`src/sv/vc2sp_pkg.sv`:
```
// ----------------------------------------------------------------------------
// vc2sp_pkg
// Shared types and constants of the VC-2 slice packet planner.
// ----------------------------------------------------------------------------
package vc2sp_pkg;

  localparam int unsigned CFG_W      = 16;
  localparam int unsigned LEN_BYTE_W = 8;
  localparam int unsigned SUM_W      = 10;
  localparam int unsigned LEN_W      = 27;
  localparam int unsigned BYTES_W    = 32;
  localparam int unsigned IDX_W      = 3;

  localparam logic [CFG_W-1:0]   CFG_MAX16   = 16'hFFFF;
  localparam logic [BYTES_W-1:0] BYTES_MAX   = 32'hFFFF_FFFF;
  localparam logic [LEN_W-1:0]   SLICE_EXTRA = 27'd4;
  localparam logic [BYTES_W+1:0] HEADER_BYTES = 34'd16;

  localparam logic [CFG_W-1:0] RST_MAX_PACKET = 16'd1400;
  localparam logic [CFG_W-1:0] RST_PREFIX     = 16'd0;
  localparam logic [CFG_W-1:0] RST_SCALER     = 16'd1;
  localparam logic [CFG_W-1:0] RST_ACROSS     = 16'd1;
  localparam logic [CFG_W-1:0] RST_DOWN       = 16'd1;

  typedef enum logic [IDX_W-1:0] {
    REG_MAX_PACKET = 3'd0,
    REG_PREFIX     = 3'd1,
    REG_SCALER     = 3'd2,
    REG_ACROSS     = 3'd3,
    REG_DOWN       = 3'd4
  } reg_idx_t;

  typedef struct packed {
    logic [CFG_W-1:0] max_packet_bytes;
    logic [CFG_W-1:0] prefix_bytes;
    logic [CFG_W-1:0] size_scaler;
    logic [CFG_W-1:0] slices_across;
    logic [CFG_W-1:0] slices_down;
  } cfg_t;

  typedef struct packed {
    logic [LEN_BYTE_W-1:0] luma_len_byte;
    logic [LEN_BYTE_W-1:0] chroma1_len_byte;
    logic [LEN_BYTE_W-1:0] chroma2_len_byte;
  } slice_t;

  typedef struct packed {
    logic [BYTES_W-1:0] packet_offset;
    logic [BYTES_W-1:0] packet_bytes;
    logic [CFG_W-1:0]   slice_count;
    logic [CFG_W-1:0]   start_slice_x;
    logic [CFG_W-1:0]   start_slice_y;
    logic               picture_end;
    logic               run_end;
  } packet_t;

  typedef struct packed {
    logic valid;
    logic full;
  } queue_status_t;

endpackage

```
`src/sv/vc2sp_slice_if.sv`:
```
// ----------------------------------------------------------------------------
// vc2sp_slice_if
// Slice request channel: valid, ready and the three component length bytes.
// ----------------------------------------------------------------------------
interface vc2sp_slice_if;
  logic            valid;
  logic            ready;
  vc2sp_pkg::slice_t item;

  modport source (output valid, output item, input ready);
  modport sink   (input valid, input item, output ready);
endinterface

```
`src/sv/vc2sp_packet_if.sv`:
```
// ----------------------------------------------------------------------------
// vc2sp_packet_if
// Packet descriptor request channel: valid, ready and the descriptor.
// ----------------------------------------------------------------------------
interface vc2sp_packet_if;
  logic               valid;
  logic               ready;
  vc2sp_pkg::packet_t item;

  modport source (output valid, output item, input ready);
  modport sink   (input valid, input item, output ready);
endinterface

```
`src/sv/vc2sp_front.sv`:
```
// ----------------------------------------------------------------------------
// vc2sp_front
// Accepts slice requests and computes each slice's byte length.
// ----------------------------------------------------------------------------
module vc2sp_front (
  vc2sp_slice_if.sink                      slice,
  input  vc2sp_pkg::cfg_t                  cfg,
  input  vc2sp_pkg::queue_status_t         qstat,
  output logic                             push,
  output logic [vc2sp_pkg::LEN_W-1:0]      push_len
);

  logic [vc2sp_pkg::SUM_W-1:0]   comp_sum;
  logic [vc2sp_pkg::LEN_W-2:0]   scaled;

  assign comp_sum = {2'b00, slice.item.luma_len_byte}
                  + {2'b00, slice.item.chroma1_len_byte}
                  + {2'b00, slice.item.chroma2_len_byte};

  assign scaled   = cfg.size_scaler * comp_sum;
  assign push_len = {1'b0, scaled}
                  + {11'd0, cfg.prefix_bytes}
                  + vc2sp_pkg::SLICE_EXTRA;

  assign slice.ready = !qstat.full;
  assign push        = slice.valid && !qstat.full;

endmodule

```
`src/sv/vc2sp_queue.sv`:
```
// ----------------------------------------------------------------------------
// vc2sp_queue
// Short FIFO of slice lengths between the front and back parts.
// ----------------------------------------------------------------------------
module vc2sp_queue #(
  parameter int unsigned DEPTH = 4,
  parameter int unsigned WIDTH = 27
) (
  input  logic                      clk,
  input  logic                      rst,
  input  logic                      push,
  input  logic [WIDTH-1:0]          push_data,
  input  logic                      pop,
  output logic [WIDTH-1:0]          pop_data,
  output vc2sp_pkg::queue_status_t  qstat
);

  localparam int unsigned PTR_W = (DEPTH > 1) ? $clog2(DEPTH) : 1;
  localparam int unsigned CNT_W = $clog2(DEPTH + 1);
  localparam logic [PTR_W-1:0] LAST = PTR_W'(DEPTH - 1);
  localparam logic [CNT_W-1:0] FULL = CNT_W'(DEPTH);

  logic [WIDTH-1:0] mem [DEPTH];
  logic [PTR_W-1:0] wr_ptr;
  logic [PTR_W-1:0] rd_ptr;
  logic [CNT_W-1:0] count;

  assign qstat.valid = (count != '0);
  assign qstat.full  = (count == FULL);
  assign pop_data    = mem[rd_ptr];

  always_ff @(posedge clk) begin
    if (push) begin
      mem[wr_ptr] <= push_data;
    end
  end

  always_ff @(posedge clk) begin
    if (rst) begin
      wr_ptr <= '0;
      rd_ptr <= '0;
      count  <= '0;
    end else begin
      if (push) begin
        wr_ptr <= (wr_ptr == LAST) ? '0 : wr_ptr + 1'b1;
      end
      if (pop) begin
        rd_ptr <= (rd_ptr == LAST) ? '0 : rd_ptr + 1'b1;
      end
      if (push && !pop) begin
        count <= count + 1'b1;
      end else if (pop && !push) begin
        count <= count - 1'b1;
      end
    end
  end

`ifndef ASSERT_OFF
  a_no_pop_empty: assert property (@(posedge clk) disable iff (rst)
    pop |-> qstat.valid)
    else $error("queue popped while empty");

  a_no_push_full: assert property (@(posedge clk) disable iff (rst)
    push |-> !qstat.full)
    else $error("queue pushed while full");

  a_count_bound: assert property (@(posedge clk) disable iff (rst)
    count <= FULL)
    else $error("queue count out of range");
`endif

endmodule

```
`src/sv/vc2sp_back.sv`:
```
// ----------------------------------------------------------------------------
// vc2sp_back
// Packs slice lengths into packets and issues packet descriptors.
// ----------------------------------------------------------------------------
module vc2sp_back (
  input  logic                            clk,
  input  logic                            rst,
  input  vc2sp_pkg::cfg_t                 cfg,
  input  vc2sp_pkg::queue_status_t        qstat,
  input  logic [vc2sp_pkg::LEN_W-1:0]     pop_len,
  output logic                            pop,
  vc2sp_packet_if.source                  packet
);

  localparam int unsigned BW = vc2sp_pkg::BYTES_W;
  localparam int unsigned CW = vc2sp_pkg::CFG_W;

  logic [CW-1:0] cur_x;
  logic [CW-1:0] cur_y;
  logic [CW-1:0] open_start_x;
  logic [CW-1:0] open_start_y;
  logic [BW-1:0] open_bytes;
  logic [CW-1:0] open_slices;
  logic [BW-1:0] open_offset;
  logic          pend_final;
  logic          out_valid;
  vc2sp_pkg::packet_t out_pkt;

  logic          can_load;
  logic          take;
  logic [BW:0]   sum_open;
  logic [BW+1:0] fit_sum;
  logic [BW:0]   sum_off;
  logic          close;
  logic [BW-1:0] bytes_sat;
  logic [BW-1:0] off_sat;
  logic [BW-1:0] bytes_next;
  logic [CW-1:0] slices_next;
  logic [BW-1:0] offset_next;
  logic [CW-1:0] start_x_next;
  logic [CW-1:0] start_y_next;
  logic [CW:0]   x_inc;
  logic [CW:0]   y_inc;
  logic          row_end;
  logic          pic_end;
  vc2sp_pkg::packet_t closed_pkt;
  vc2sp_pkg::packet_t final_pkt;
  vc2sp_pkg::packet_t pend_pkt;

  assign can_load = !out_valid || packet.ready;
  assign take     = can_load && !pend_final && qstat.valid;
  assign pop      = take;

  assign sum_open  = {1'b0, open_bytes} + {6'd0, pop_len};
  assign fit_sum   = {1'b0, sum_open} + vc2sp_pkg::HEADER_BYTES;
  assign sum_off   = {1'b0, open_offset} + {1'b0, open_bytes};
  assign close     = (open_slices != '0) && (fit_sum > {18'd0, cfg.max_packet_bytes});
  assign bytes_sat = sum_open[BW] ? vc2sp_pkg::BYTES_MAX : sum_open[BW-1:0];
  assign off_sat   = sum_off[BW] ? vc2sp_pkg::BYTES_MAX : sum_off[BW-1:0];

  assign bytes_next   = close ? {5'd0, pop_len} : bytes_sat;
  assign offset_next  = close ? off_sat : open_offset;
  assign start_x_next = close ? cur_x : open_start_x;
  assign start_y_next = close ? cur_y : open_start_y;
  assign slices_next  = close ? CW'(1)
                      : ((open_slices == vc2sp_pkg::CFG_MAX16) ? open_slices
                                                               : open_slices + 1'b1);

  assign x_inc   = {1'b0, cur_x} + 1'b1;
  assign y_inc   = {1'b0, cur_y} + 1'b1;
  assign row_end = x_inc[CW] || (x_inc[CW-1:0] >= cfg.slices_across);
  assign pic_end = row_end && (y_inc[CW] || (y_inc[CW-1:0] >= cfg.slices_down));

  always_comb begin
    closed_pkt.packet_offset = open_offset;
    closed_pkt.packet_bytes  = open_bytes;
    closed_pkt.slice_count   = open_slices;
    closed_pkt.start_slice_x = open_start_x;
    closed_pkt.start_slice_y = open_start_y;
    closed_pkt.picture_end   = 1'b0;
    closed_pkt.run_end       = !pic_end;

    final_pkt.packet_offset  = offset_next;
    final_pkt.packet_bytes   = bytes_next;
    final_pkt.slice_count    = slices_next;
    final_pkt.start_slice_x  = start_x_next;
    final_pkt.start_slice_y  = start_y_next;
    final_pkt.picture_end    = 1'b1;
    final_pkt.run_end        = 1'b1;

    pend_pkt.packet_offset   = open_offset;
    pend_pkt.packet_bytes    = open_bytes;
    pend_pkt.slice_count     = open_slices;
    pend_pkt.start_slice_x   = open_start_x;
    pend_pkt.start_slice_y   = open_start_y;
    pend_pkt.picture_end     = 1'b1;
    pend_pkt.run_end         = 1'b1;
  end

  always_ff @(posedge clk) begin
    if (take) begin
      out_pkt <= close ? closed_pkt : final_pkt;
    end else if (can_load && pend_final) begin
      out_pkt <= pend_pkt;
    end
  end

  always_ff @(posedge clk) begin
    if (rst) begin
      cur_x        <= '0;
      cur_y        <= '0;
      open_start_x <= '0;
      open_start_y <= '0;
      open_bytes   <= '0;
      open_slices  <= '0;
      open_offset  <= '0;
      pend_final   <= 1'b0;
      out_valid    <= 1'b0;
    end else if (can_load && pend_final) begin
      cur_x        <= '0;
      cur_y        <= '0;
      open_start_x <= '0;
      open_start_y <= '0;
      open_bytes   <= '0;
      open_slices  <= '0;
      open_offset  <= '0;
      pend_final   <= 1'b0;
      out_valid    <= 1'b1;
    end else if (take) begin
      out_valid <= close || pic_end;
      if (pic_end && !close) begin
        cur_x        <= '0;
        cur_y        <= '0;
        open_start_x <= '0;
        open_start_y <= '0;
        open_bytes   <= '0;
        open_slices  <= '0;
        open_offset  <= '0;
      end else begin
        open_start_x <= start_x_next;
        open_start_y <= start_y_next;
        open_bytes   <= bytes_next;
        open_slices  <= slices_next;
        open_offset  <= offset_next;
        pend_final   <= pic_end;
        if (row_end) begin
          cur_x <= '0;
          cur_y <= y_inc[CW-1:0];
        end else begin
          cur_x <= x_inc[CW-1:0];
        end
      end
    end else if (can_load) begin
      out_valid <= 1'b0;
    end
  end

  assign packet.valid = out_valid;
  assign packet.item  = out_pkt;

`ifndef ASSERT_OFF
  a_pend_holds_out: assert property (@(posedge clk) disable iff (rst)
    pend_final |-> (out_valid && !out_pkt.run_end && !out_pkt.picture_end))
    else $error("pending final packet without closed packet in output");

  a_pic_end_is_last: assert property (@(posedge clk) disable iff (rst)
    (out_valid && out_pkt.picture_end) |-> out_pkt.run_end)
    else $error("picture end packet not last of its run");

  a_pic_end_clears: assert property (@(posedge clk) disable iff (rst)
    (out_valid && out_pkt.picture_end && !$past(out_valid && packet.ready))
      |-> (open_slices == '0))
    else $error("state not cleared after picture end");

  a_no_empty_packet: assert property (@(posedge clk) disable iff (rst)
    out_valid |-> (out_pkt.slice_count != '0))
    else $error("packet descriptor with no slices");
`endif

endmodule

```
`src/sv/vc2_slice_packet_planner.sv`:
```
// ----------------------------------------------------------------------------
// vc2_slice_packet_planner
// Plans RTP packets for VC-2 HQ pictures from per-slice component lengths.
// ----------------------------------------------------------------------------
// One slice request is taken per clock cycle while the queue is not full.
// Each slice's byte length is computed on entry and queued; the packing stage
// pops one slice a cycle into one descriptor register while it is free, so a
// slice that both closes a packet and ends the picture fills that register
// with two descriptors in turn and stalls packing until the second is loaded.
// A descriptor is registered after its slice is queued. Configuration writes
// take effect at once and should be made only while no slice is in flight.
// ----------------------------------------------------------------------------
module vc2_slice_packet_planner #(
  parameter int unsigned QUEUE_DEPTH = 4
) (
  input  logic                               clk,
  input  logic                               rst,
  input  logic                               cfg_we,
  input  logic [vc2sp_pkg::IDX_W-1:0]        cfg_index,
  input  logic [vc2sp_pkg::CFG_W-1:0]        cfg_data,
  vc2sp_slice_if.sink                        slice,
  vc2sp_packet_if.source                     packet
);

  vc2sp_pkg::cfg_t           cfg;
  vc2sp_pkg::queue_status_t  qstat;
  logic                      push;
  logic                      pop;
  logic [vc2sp_pkg::LEN_W-1:0] push_len;
  logic [vc2sp_pkg::LEN_W-1:0] pop_len;

  always_ff @(posedge clk) begin
    if (rst) begin
      cfg.max_packet_bytes <= vc2sp_pkg::RST_MAX_PACKET;
      cfg.prefix_bytes     <= vc2sp_pkg::RST_PREFIX;
      cfg.size_scaler      <= vc2sp_pkg::RST_SCALER;
      cfg.slices_across    <= vc2sp_pkg::RST_ACROSS;
      cfg.slices_down      <= vc2sp_pkg::RST_DOWN;
    end else if (cfg_we) begin
      case (cfg_index)
        vc2sp_pkg::REG_MAX_PACKET: cfg.max_packet_bytes <= cfg_data;
        vc2sp_pkg::REG_PREFIX:     cfg.prefix_bytes     <= cfg_data;
        vc2sp_pkg::REG_SCALER:     cfg.size_scaler      <= cfg_data;
        vc2sp_pkg::REG_ACROSS:     cfg.slices_across    <= cfg_data;
        vc2sp_pkg::REG_DOWN:       cfg.slices_down      <= cfg_data;
        default: ;
      endcase
    end
  end

  vc2sp_front u_front (
    .slice    (slice),
    .cfg      (cfg),
    .qstat    (qstat),
    .push     (push),
    .push_len (push_len)
  );

  vc2sp_queue #(
    .DEPTH (QUEUE_DEPTH),
    .WIDTH (vc2sp_pkg::LEN_W)
  ) u_queue (
    .clk       (clk),
    .rst       (rst),
    .push      (push),
    .push_data (push_len),
    .pop       (pop),
    .pop_data  (pop_len),
    .qstat     (qstat)
  );

  vc2sp_back u_back (
    .clk     (clk),
    .rst     (rst),
    .cfg     (cfg),
    .qstat   (qstat),
    .pop_len (pop_len),
    .pop     (pop),
    .packet  (packet)
  );

endmodule
```
`src/flat_wrapper.sv`:
```
// flat-port wrapper written by rule: the top's interface ports become plain ports
module vc2_slice_packet_planner_flat 
#(
  parameter int unsigned QUEUE_DEPTH = 4
)
  (clk, rst, cfg_we, cfg_index, cfg_data, slice_valid, slice_item, slice_ready, packet_valid, packet_item, packet_ready);
  vc2sp_slice_if slice_i ();
  vc2sp_packet_if packet_i ();
  input  logic clk;
  input  logic rst;
  input  logic cfg_we;
  input  logic [vc2sp_pkg::IDX_W-1:0] cfg_index;
  input  logic [vc2sp_pkg::CFG_W-1:0] cfg_data;
  input wire logic [$bits(slice_i.valid)-1:0] slice_valid;
  input wire logic [$bits(slice_i.item)-1:0] slice_item;
  output wire logic [$bits(slice_i.ready)-1:0] slice_ready;
  output wire logic [$bits(packet_i.valid)-1:0] packet_valid;
  output wire logic [$bits(packet_i.item)-1:0] packet_item;
  input wire logic [$bits(packet_i.ready)-1:0] packet_ready;
  assign slice_i.valid = slice_valid;
  assign slice_i.item = slice_item;
  assign slice_ready = slice_i.ready;
  assign packet_valid = packet_i.valid;
  assign packet_item = packet_i.item;
  assign packet_i.ready = packet_ready;
  vc2_slice_packet_planner #(.QUEUE_DEPTH(QUEUE_DEPTH)) u_core (.clk(clk), .rst(rst), .cfg_we(cfg_we), .cfg_index(cfg_index), .cfg_data(cfg_data), .slice(slice_i), .packet(packet_i));
endmodule
```
`config.mk`:
```
export PLATFORM = sky130hd
export DESIGN_NAME = vc2_slice_packet_planner_flat
export DESIGN_NICKNAME = d
export VERILOG_FILES = /design/src/sv/vc2sp_pkg.sv /design/src/sv/vc2sp_slice_if.sv /design/src/sv/vc2sp_packet_if.sv /design/src/sv/vc2sp_front.sv /design/src/sv/vc2sp_queue.sv /design/src/sv/vc2sp_back.sv /design/src/sv/vc2_slice_packet_planner.sv /design/src/flat_wrapper.sv
export SDC_FILE = /design/constraint.sdc
export NUM_CORES = 1
export LEC_CHECK = 0
export CELL_PAD_IN_SITES_DETAIL_PLACEMENT = 0
export CELL_PAD_IN_SITES_GLOBAL_PLACEMENT = 1
export CORE_ASPECT_RATIO = 1.1
export CORE_MARGIN = 1.5
export CORE_UTILIZATION = 44
export DETAILED_ROUTE_END_ITERATION = 12
export DONT_BUFFER_PORTS = 1
export PLACE_DENSITY = 0.76
export SLEW_MARGIN = 20
export SYNTH_ARGS = -nofsm -noshare
export SYNTH_HDL_FRONTEND = slang
export SYNTH_HIERARCHICAL = 1
export SYNTH_SLANG_ARGS = --single-unit
```
`constraint.sdc`:
```
create_clock -name clk -period 11.3 [get_ports clk]
set_input_delay 2.26 -clock clk [delete_from_list [all_inputs] [get_ports clk]]
set_output_delay 2.26 -clock clk [all_outputs]
set_load 0.02 [all_outputs]
```
==> results.md, run 1 <==
- Pwr per Cell Area: 242 nW/um^2
- Worst-Margin Slew: 0.928 ns
- Status: complete, no violations
- Total gr overflow: 0
- Unrepaired setup endpoints after global routing: no
- Initial Util: 44.5%
- Crit path from: slice_item[1]
- Post-DP HPWL: 54.2 mm
- DIE HEIGHT: 275 um
- Largest net degree at the start of global routing: 114
- Initial drt markers: 1086
- Final Util: 47.9%
- DR pass1 iterations: 5
- Final TNS setup: 0 ns
- Fillers: 6037
- YS warnings: 6
- Fin crit period: 9.08 ns
- Port buffer count: 0
- Fmax: 0.110 GHz
- CP Max Fanout: 16
- Die width: 250 um
- Ant diodes: 0
- Die ar.: 68900 sq um
- Synth Register Bits: 457
- Worst VDD drop: 0.165 mV
- Final setup viols: 0
- Vias in the first global route: 20138
- Unique masters post-synth: 99
- Core ar.: 66500 sq um
- Synth Flop Type: dfxtp_1
- Critical path's slowest cell: xnor2_2
- Data required time of the worst path: 11.67 ns
- Tot Pwr: 7.70 mW
- Max-Cap Viols: 0
- TritonCTS clock tree: yes
- Worst slew margin: 38.1%
- Hold_buf cts: 0
- Worst path max stage delay: 0.60 ns
- CTS resizes: 0
- Clock Path Buffers: 3
- Cell area after synthesis: 29600 sq um
- Ratio of cells with drive above 1 in the final layout: 6.99%
- Vias per cell: 5.50
- Post-CTS Repair Setup Buffers: 0
- Sequential share of the synthesized area: 38.4%
- All-layer global routing usage: 20.6%
- Boundary Pins: 164
- Clock transition at the registers of the reported paths: 0.06 ns
- CP startpoint kind: input port
- Depth of the CTS H-tree: 2
- Clock root buffer: clkbuf_16
- Final Hold Fails: 0
- Post-Route WL: 71.2 mm
- Synthesized instance count: 2905
- CTS buffer count: 48
- WP data arrival: 9.44 ns
- Syn nets: 3284
- Clk_skew: 0.0305 ns
- Final net count: 3171
- R2R cell count: 25
- Crit path kind: in2reg
- Routed via count: 20272
- Clk sink count: 457
- Asr flop ratio synth: 0%
- Post-route DRC: 0
- Leak pwr: 13.9 nW
- EDFF count, synth: 222
- Routability cong.: 0.865
- Syn avg cell area: 10.2 sq um
- DR WL/cell: 19.3 um
- Period utilisation layout: 80.3%
- Area added between synthesis and finish: 7.54%
- Worst skew pair latency: 0.60 ns
- CP Capture Type: flop
- First-pass GRT wire length: 113 mm
- Final slew viol count: 0
- Final ANT Viol Nets: 0
- Hold path startpoint: u_core/u_back/open_start_x[8]$_SDFFE_PP0P_
- CP most frequent cell: fa_1
- Hold path depth: 0
- Row count: 99
- Initial antenna violation count: 0
- HP Class: reg2reg
through the flow:
step                hold slack (ns)  instance area (sq um)  instances  setup slack [ns]
floorplan                     0.440                  29600       2905              2.12
global route                  0.445                  31900       3689              1.68
detailed placement            0.422                  30100       3598              1.48
global placement              0.418                  30100       3598              1.66
finish                        0.436                  31900       3689              2.22
CTS                           0.440                  31800       3687              2.07
cells in the mapped netlist (9+ instances only):
library cell / number / share of area [%]
a211oi_1: 13 / 0.33
edfxtp_1: 222 / 22
a221o_1: 10 / 0.34
and2_1: 112 / 2.4
a21oi_1: 140 / 2.4
nand2_1: 232 / 2.9
a31oi_1: 13 / 0.27
buf_4: 13 / 0.33
nand3b_1: 9 / 0.23
mux2i_1: 106 / 3.6
nor3_1: 35 / 0.59
dfxtp_1: 235 / 16
buf_1: 9 / 0.11
buf_2: 27 / 0.46
mux4_2: 20 / 1.5
inv_1: 266 / 3.4
a21o_1: 49 / 1.2
o21a_1: 15 / 0.38
xnor2_1: 58 / 1.7
and3_1: 39 / 0.82
mux2_2: 30 / 1.1
a22o_1: 66 / 2.0
o211ai_1: 11 / 0.28
ha_1: 191 / 8.1
nand4_1: 18 / 0.38
fa_1: 140 / 9.5
nor2b_1: 20 / 0.42
nor2_1: 132 / 1.7
o21ai_0: 92 / 1.6
clkbuf_1: 135 / 1.7
o21ai_1: 13 / 0.22
xor2_1: 70 / 2.1
o31ai_1: 9 / 0.23
nand3_1: 49 / 0.83
nand2b_1: 136 / 2.9
cells in the final DEF (no fill, tap or decap), types with 8 or more instances in the layout:
cell / synthesis / routed
nor3_1: 35 / 35
o211ai_1: 11 / 11
a221o_1: 10 / 10
nand2b_1: 136 / 136
o21bai_1: 8 / 8
xnor2_1: 58 / 58
nand4_1: 18 / 18
mux2i_1: 106 / 106
bufinv_16: 0 / 10
o21ai_0: 92 / 91
o21ai_1: 13 / 14
edfxtp_1: 222 / 222
a31oi_1: 13 / 13
mux2_2: 30 / 30
or3_1: 8 / 8
dfxtp_1: 235 / 235
a21o_1: 49 / 49
a22o_1: 66 / 66
nor2b_1: 20 / 20
o21a_1: 15 / 15
clkinv_1: 0 / 8
mux4_2: 20 / 20
a211oi_1: 13 / 13
buf_4: 13 / 26
fa_1: 140 / 140
nand2_1: 232 / 232
and4_1: 8 / 8
a21oi_1: 140 / 140
nand3_1: 49 / 49
clkbuf_16: 0 / 50
and2_1: 112 / 111
inv_1: 266 / 265
xor2_1: 70 / 70
and3_1: 39 / 39
o31ai_1: 9 / 8
nor2_1: 132 / 130
ha_1: 191 / 191
nand3b_1: 9 / 9
state kept, by name, summed over array words and instances (netlist names), 32 cells and up, named ones only:
| register | count |
|---|---|
| u_core/u_queue/mem | 108 |
| u_core/u_back/packet.item | 114 |
| u_core/u_back/open_offset | 32 |
| u_core/cfg | 80 |
| u_core/u_back/open_bytes | 32 |
kinds of logic (layout without fill, tap and decap cells):
kind of cell             count (synthesis)  in the layout  share of synthesized area [%]
AND/OR/NAND/NOR                        851            851                           15.1
AO/OA/AOI/OAI                          512            512                           11.8
flip-flops                             457            457                           38.4
buffers and inverters                  457            383                           6.28
adder cells (fa/ha/maj)                331            331                           17.5
multiplexers                           166            166                           6.98
XOR/XNOR                               131            131                           3.95
routing by layer:
metal	track usage, %	vias up	wire length [um]
met5	0	-	0
met4	5.07	0	1350
met3	2.12	86	2160
met2	35.8	401	35100
met1	27.5	9978	32500
li1	-	9807	-
worst max-delay path: cells and delay by family:
kind | cells | cell delay (ns)
AO/OA/AOI/OAI | 9 | 1.60
XOR/XNOR | 1 | 0.60
adder cells (fa/ha/maj) | 8 | 3.69
buffers and inverters | 5 | 0.25
AND/OR/NAND/NOR | 4 | 1.00
layout make-up:
type                       instances  area [sq um]  share of cell area (%)
multi-input combinational       1991         16400                    51.6
sequential                       457         11400                    35.7
clock buffer                      56          1290                    4.06
tap                              858          1070                    3.37
inverter                         266           998                    3.13
clock inverter                    33           467                    1.46
timing repair buffer              28           226                   0.711
report_power, final:
part | internal (mW) | leakage, nW | switching (mW)
Sequential | 2.24 | 4.05 | 0.443
Clock | 1.06 | 0.857 | 0.682
Combinational | 1.19 | 9.00 | 2.08
Total | 4.49 | 13.9 | 3.21
final timing paths:
kind	to	slack [ns]
setup reg to reg	u_core/u_back/open_start_x[8]$_SDFFE_PP0P_	3.26
hold reg to reg	u_core/u_back/packet.item[26]$_DFFE_PP_	0.44
setup / recovery	u_core/u_queue/mem[2][24]$_DFFE_PP_	2.22
hold / removal	u_core/u_back/packet.item[26]$_DFFE_PP_	0.44
No activity file was read; power rests on OpenSTA's default activity.
==> run 2, diff against run 1 <==
--- a/config.mk
+++ b/config.mk
@@ -12,7 +12,7 @@
 export CORE_UTILIZATION = 44
 export DETAILED_ROUTE_END_ITERATION = 12
 export DONT_BUFFER_PORTS = 1
-export PLACE_DENSITY = 0.76
+export PLACE_DENSITY = 0.79
 export SLEW_MARGIN = 20
 export SYNTH_ARGS = -nofsm -noshare
 export SYNTH_HDL_FRONTEND = slang
==> constraint.sdc (replaced) <==
create_clock -name clk -period 7.4 [get_ports clk]
set_input_delay 1.48 -clock clk [delete_from_list [all_inputs] [get_ports clk]]
set_output_delay 1.48 -clock clk [all_outputs]
set_load 0.02 [all_outputs]
==> run 2 against run 1 <==
  * The flow now finishes with violations (negative setup slack)
  * Non-clock buffer count increased by 115
  * Die area unchanged
  * Flip-flop and latch count unchanged
  * Power increased by 58%
  * Critical path depth increased by 2
  * Sequential share of layout area decreased by 1.7 points
  * Global-route usage increased by 0.67 points
  * Wire length increased by 3.1%
  * Critical endpoint is now u_core/u_queue/mem[2][26]$_DFFE_PP_
  * Via count increased by 3.0%
==> results.md, run 2 (synthesized netlist as in run 1, its figures left out) <==
- Final setup viols: 34 (+34)
- Vias in the first global route: 21205 (+5.3%)
- Final Hold Fails: 0 (unchanged)
- Worst VDD drop: 0.228 mV (+38%)
- Leak pwr: 14.6 nW (+5.0%)
- All-layer global routing usage: 21.2% (+0.67 points)
- Area added between synthesis and finish: 12.9%
- Fillers: 5946 (-1.5%)
- CP Max Fanout: 5 (-11)
- Depth of the CTS H-tree: 2 (unchanged)
- Max-Cap Viols: 0 (unchanged)
- Routability cong.: 0.884 (+2.2%)
- Crit path to: u_core/u_queue/mem[2][26]$_DFFE_PP_
- Fmax: 0.131 GHz
- Reg2reg end: u_core/u_back/open_offset[14]$_SDFFE_PP0P_
- Largest net degree at the start of global routing: 114 (unchanged)
- Port buffer count: 0 (unchanged)
- Ant diodes: 0 (unchanged)
- Hold_buf cts: 0 (unchanged)
- Ratio of cells with drive above 1 in the final layout: 14.5% (+7.5 points)
- R2R cell count: 24 (-4.0%)
- TritonCTS clock tree: yes
- First-pass GRT wire length: 116 mm (+2.7%)
- Final Util: 50.3% (+2.4 points)
- Post-Route WL: 73.4 mm (+3.1%)
- Initial antenna violation count: 0 (unchanged)
- DIE HEIGHT: 275 um (unchanged)
- Post-DP HPWL: 55.4 mm (+2.2%)
- Routed via count: 20889 (+3.0%)
- Initial Util: 44.5% (unchanged)
- Final slew viol count: 0 (unchanged)
- CTS buffer count: 48 (unchanged)
- Row count: 99 (unchanged)
- Period utilisation layout: 103%
- Commonest non-fill, non-tap cell in the layout: inv_1
- Worst path max stage delay: 0.55 ns (-0.05 ns)
- Worst slew margin: 26.5% (-12 points)
- WP data arrival: 7.96 ns (-1.48 ns)
- Post-route DRC: 0 (unchanged)
- Vias per cell: 5.49 (-0.12%)
- CP startpoint kind: input port
- Fin crit period: 7.65 ns
- Final ANT Viol Nets: 0 (unchanged)
- Most frequent cells in the layout: 247 x inv_1, 235 x dfxtp_1, 222 x nand2_1, 222 x edfxtp_1, 179 x ha_1
- Largest register FFs: 114 (unchanged)
- Final net count: 3288 (+3.7%)
- Critical path's slowest cell: fa_1
- Core ar.: 66500 sq um (unchanged)
- Status: finished, violations left
- DR pass1 iterations: 5 (unchanged)
- Die ar.: 68900 sq um (unchanged)
- HP Class: reg2reg
- Violated checks: negative setup slack
- Worst-Margin Slew: 1.10 ns (+0.174 ns)
- Total gr overflow: 0 (unchanged)
- Worst skew pair latency: 0.59 ns (about the same)
- Crit path kind: in2reg
- DR WL/cell: 19.3 um (about the same)
- Clock root buffer: clkbuf_16
- Worst setup margin: -0.247 ns (-2.47 ns)
- Clk sink count: 457 (unchanged)
- Boundary Pins: 164 (unchanged)
- CP most frequent cell: fa_1
- Number of cells after detailed placement: 3703 (+2.9%)
- Finished Layout Cells: 3806 (+3.2%)
- Data required time of the worst path: 7.71 ns (-3.96 ns)
- Final TNS setup: -3.06 ns (-3.06 ns)
- Clock transition at the registers of the reported paths: 0.06 ns (about the same)
- Clk_skew: 0.0243 ns (-0.00624 ns)
- CP Capture Type: flop
- Clock Path Buffers: 3 (unchanged)
- Die width: 250 um (unchanged)
- Unrepaired setup endpoints after global routing: yes
- Crit path from: slice_item[17]
- Worst hold slack: 0.433 ns (-0.00354 ns)
- Pwr per Cell Area: 364 nW/um^2 (+51%)
- R2R Setup Slk: 0.55 ns (-2.71 ns)
- Initial drt markers: 1159 (+6.7%)
[run 2: cell types whose count changed in the layout (fill, tap and decap cells not counted), sizes merged]
| cell | change |
|---|---|
| buf | +115 |
| clkbuf | +3 |
| clkinv | -6 |
| clkinvlp | +1 |
| inv | +2 |
| xnor2 | +2 |
[run 2: area by class of cell]
type / count / area [sq um] / share of cell area, %
Inverter: 266 / 1010 / 3.01
Clock buffer: 59 / 1310 / 3.91
Sequential cell: 457 / 11400 / 34.0
Timing Repair Buffer: 143 / 1180 / 3.51
Tap cell: 858 / 1070 / 3.21
Multi-Input combinational cell: 1993 / 17100 / 51.1
Clock inverter: 30 / 423 / 1.26
[run 2: routing by layer]
layer	vias up	wire length [um]	GRT usage (%)	share of wire, %
met3	115	2840	2.91	3.9
met4	0	2440	7.67	3.3
li1	10027	-	-	-
met5	-	0	0	0
met2	407	36600	37.7	50
met1	10340	31500	26.4	43
[run 2: worst min path at each step]
| stage | startpoint | end | slack, ns | cells after the start |
|---|---|---|---|---|
| final | u_core/u_back/open_start_x[12]$_SDFFE_PP0P_ | u_core/u_back/packet.item[30]$_DFFE_PP_ | 0.43 | 0 |
| after floorplan | u_core/u_back/open_start_y[0]$_SDFFE_PP0P_ | u_core/u_back/open_start_y[0]$_SDFFE_PP0P_ | 0.44 | 1 |
| after CTS | u_core/u_back/open_start_x[13]$_SDFFE_PP0P_ | u_core/u_back/packet.item[31]$_DFFE_PP_ | 0.43 | 0 |
| after global routing | u_core/u_back/open_start_x[8]$_SDFFE_PP0P_ | u_core/u_back/packet.item[26]$_DFFE_PP_ | 0.45 | 0 |
| after global placement | u_core/u_back/open_start_x[12]$_SDFFE_PP0P_ | u_core/u_back/packet.item[30]$_DFFE_PP_ | 0.42 | 0 |
| after detailed placement | u_core/u_back/open_start_y[12]$_SDFFE_PP0P_ | u_core/u_back/packet.item[14]$_DFFE_PP_ | 0.42 | 0 |
[run 2: per-stage QoR]
| step | total power, mW | cell area [sq um] | setup slack, ns |
|---|---|---|---|
| 6_report | 12.2 | 33500 | -0.247 |
| 5_1_grt | 13.0 | 33500 | -0.462 |
| 4_1_cts | 12.2 | 33100 | -0.138 |
| 3_5_place_dp | 9.51 | 31100 | -0.874 |
| 3_3_place_gp | 9.38 | 31100 | -0.789 |
| 2_1_floorplan | 7.88 | 29900 | -0.563 |
[run 2: critical path: cells and delay by family]
| kind | cells | cell delay (ns) |
|---|---|---|
| adder cells (fa/ha/maj) | 9 | 3.66 |
| AND/OR/NAND/NOR | 6 | 1.24 |
| AO/OA/AOI/OAI | 8 | 1.16 |
| buffers and inverters | 6 | 0.39 |
[run 2: report_power, final]
part / switching (mW) / internal (mW)
logic: 3.35 / 2.09
registers: 0.691 / 3.43
clock network: 1.02 / 1.61
total: 5.06 / 7.13
[run 2: what timing repair did]
item                                   4_1_cts  5_1_grt
setup endpoints to repair                   48       64
gates cloned                                 1        2
pin swaps                                   24       41
endpoints found under the hold margin        0        0
gates resized for setup                     25       79
buffers inserted                             6        9
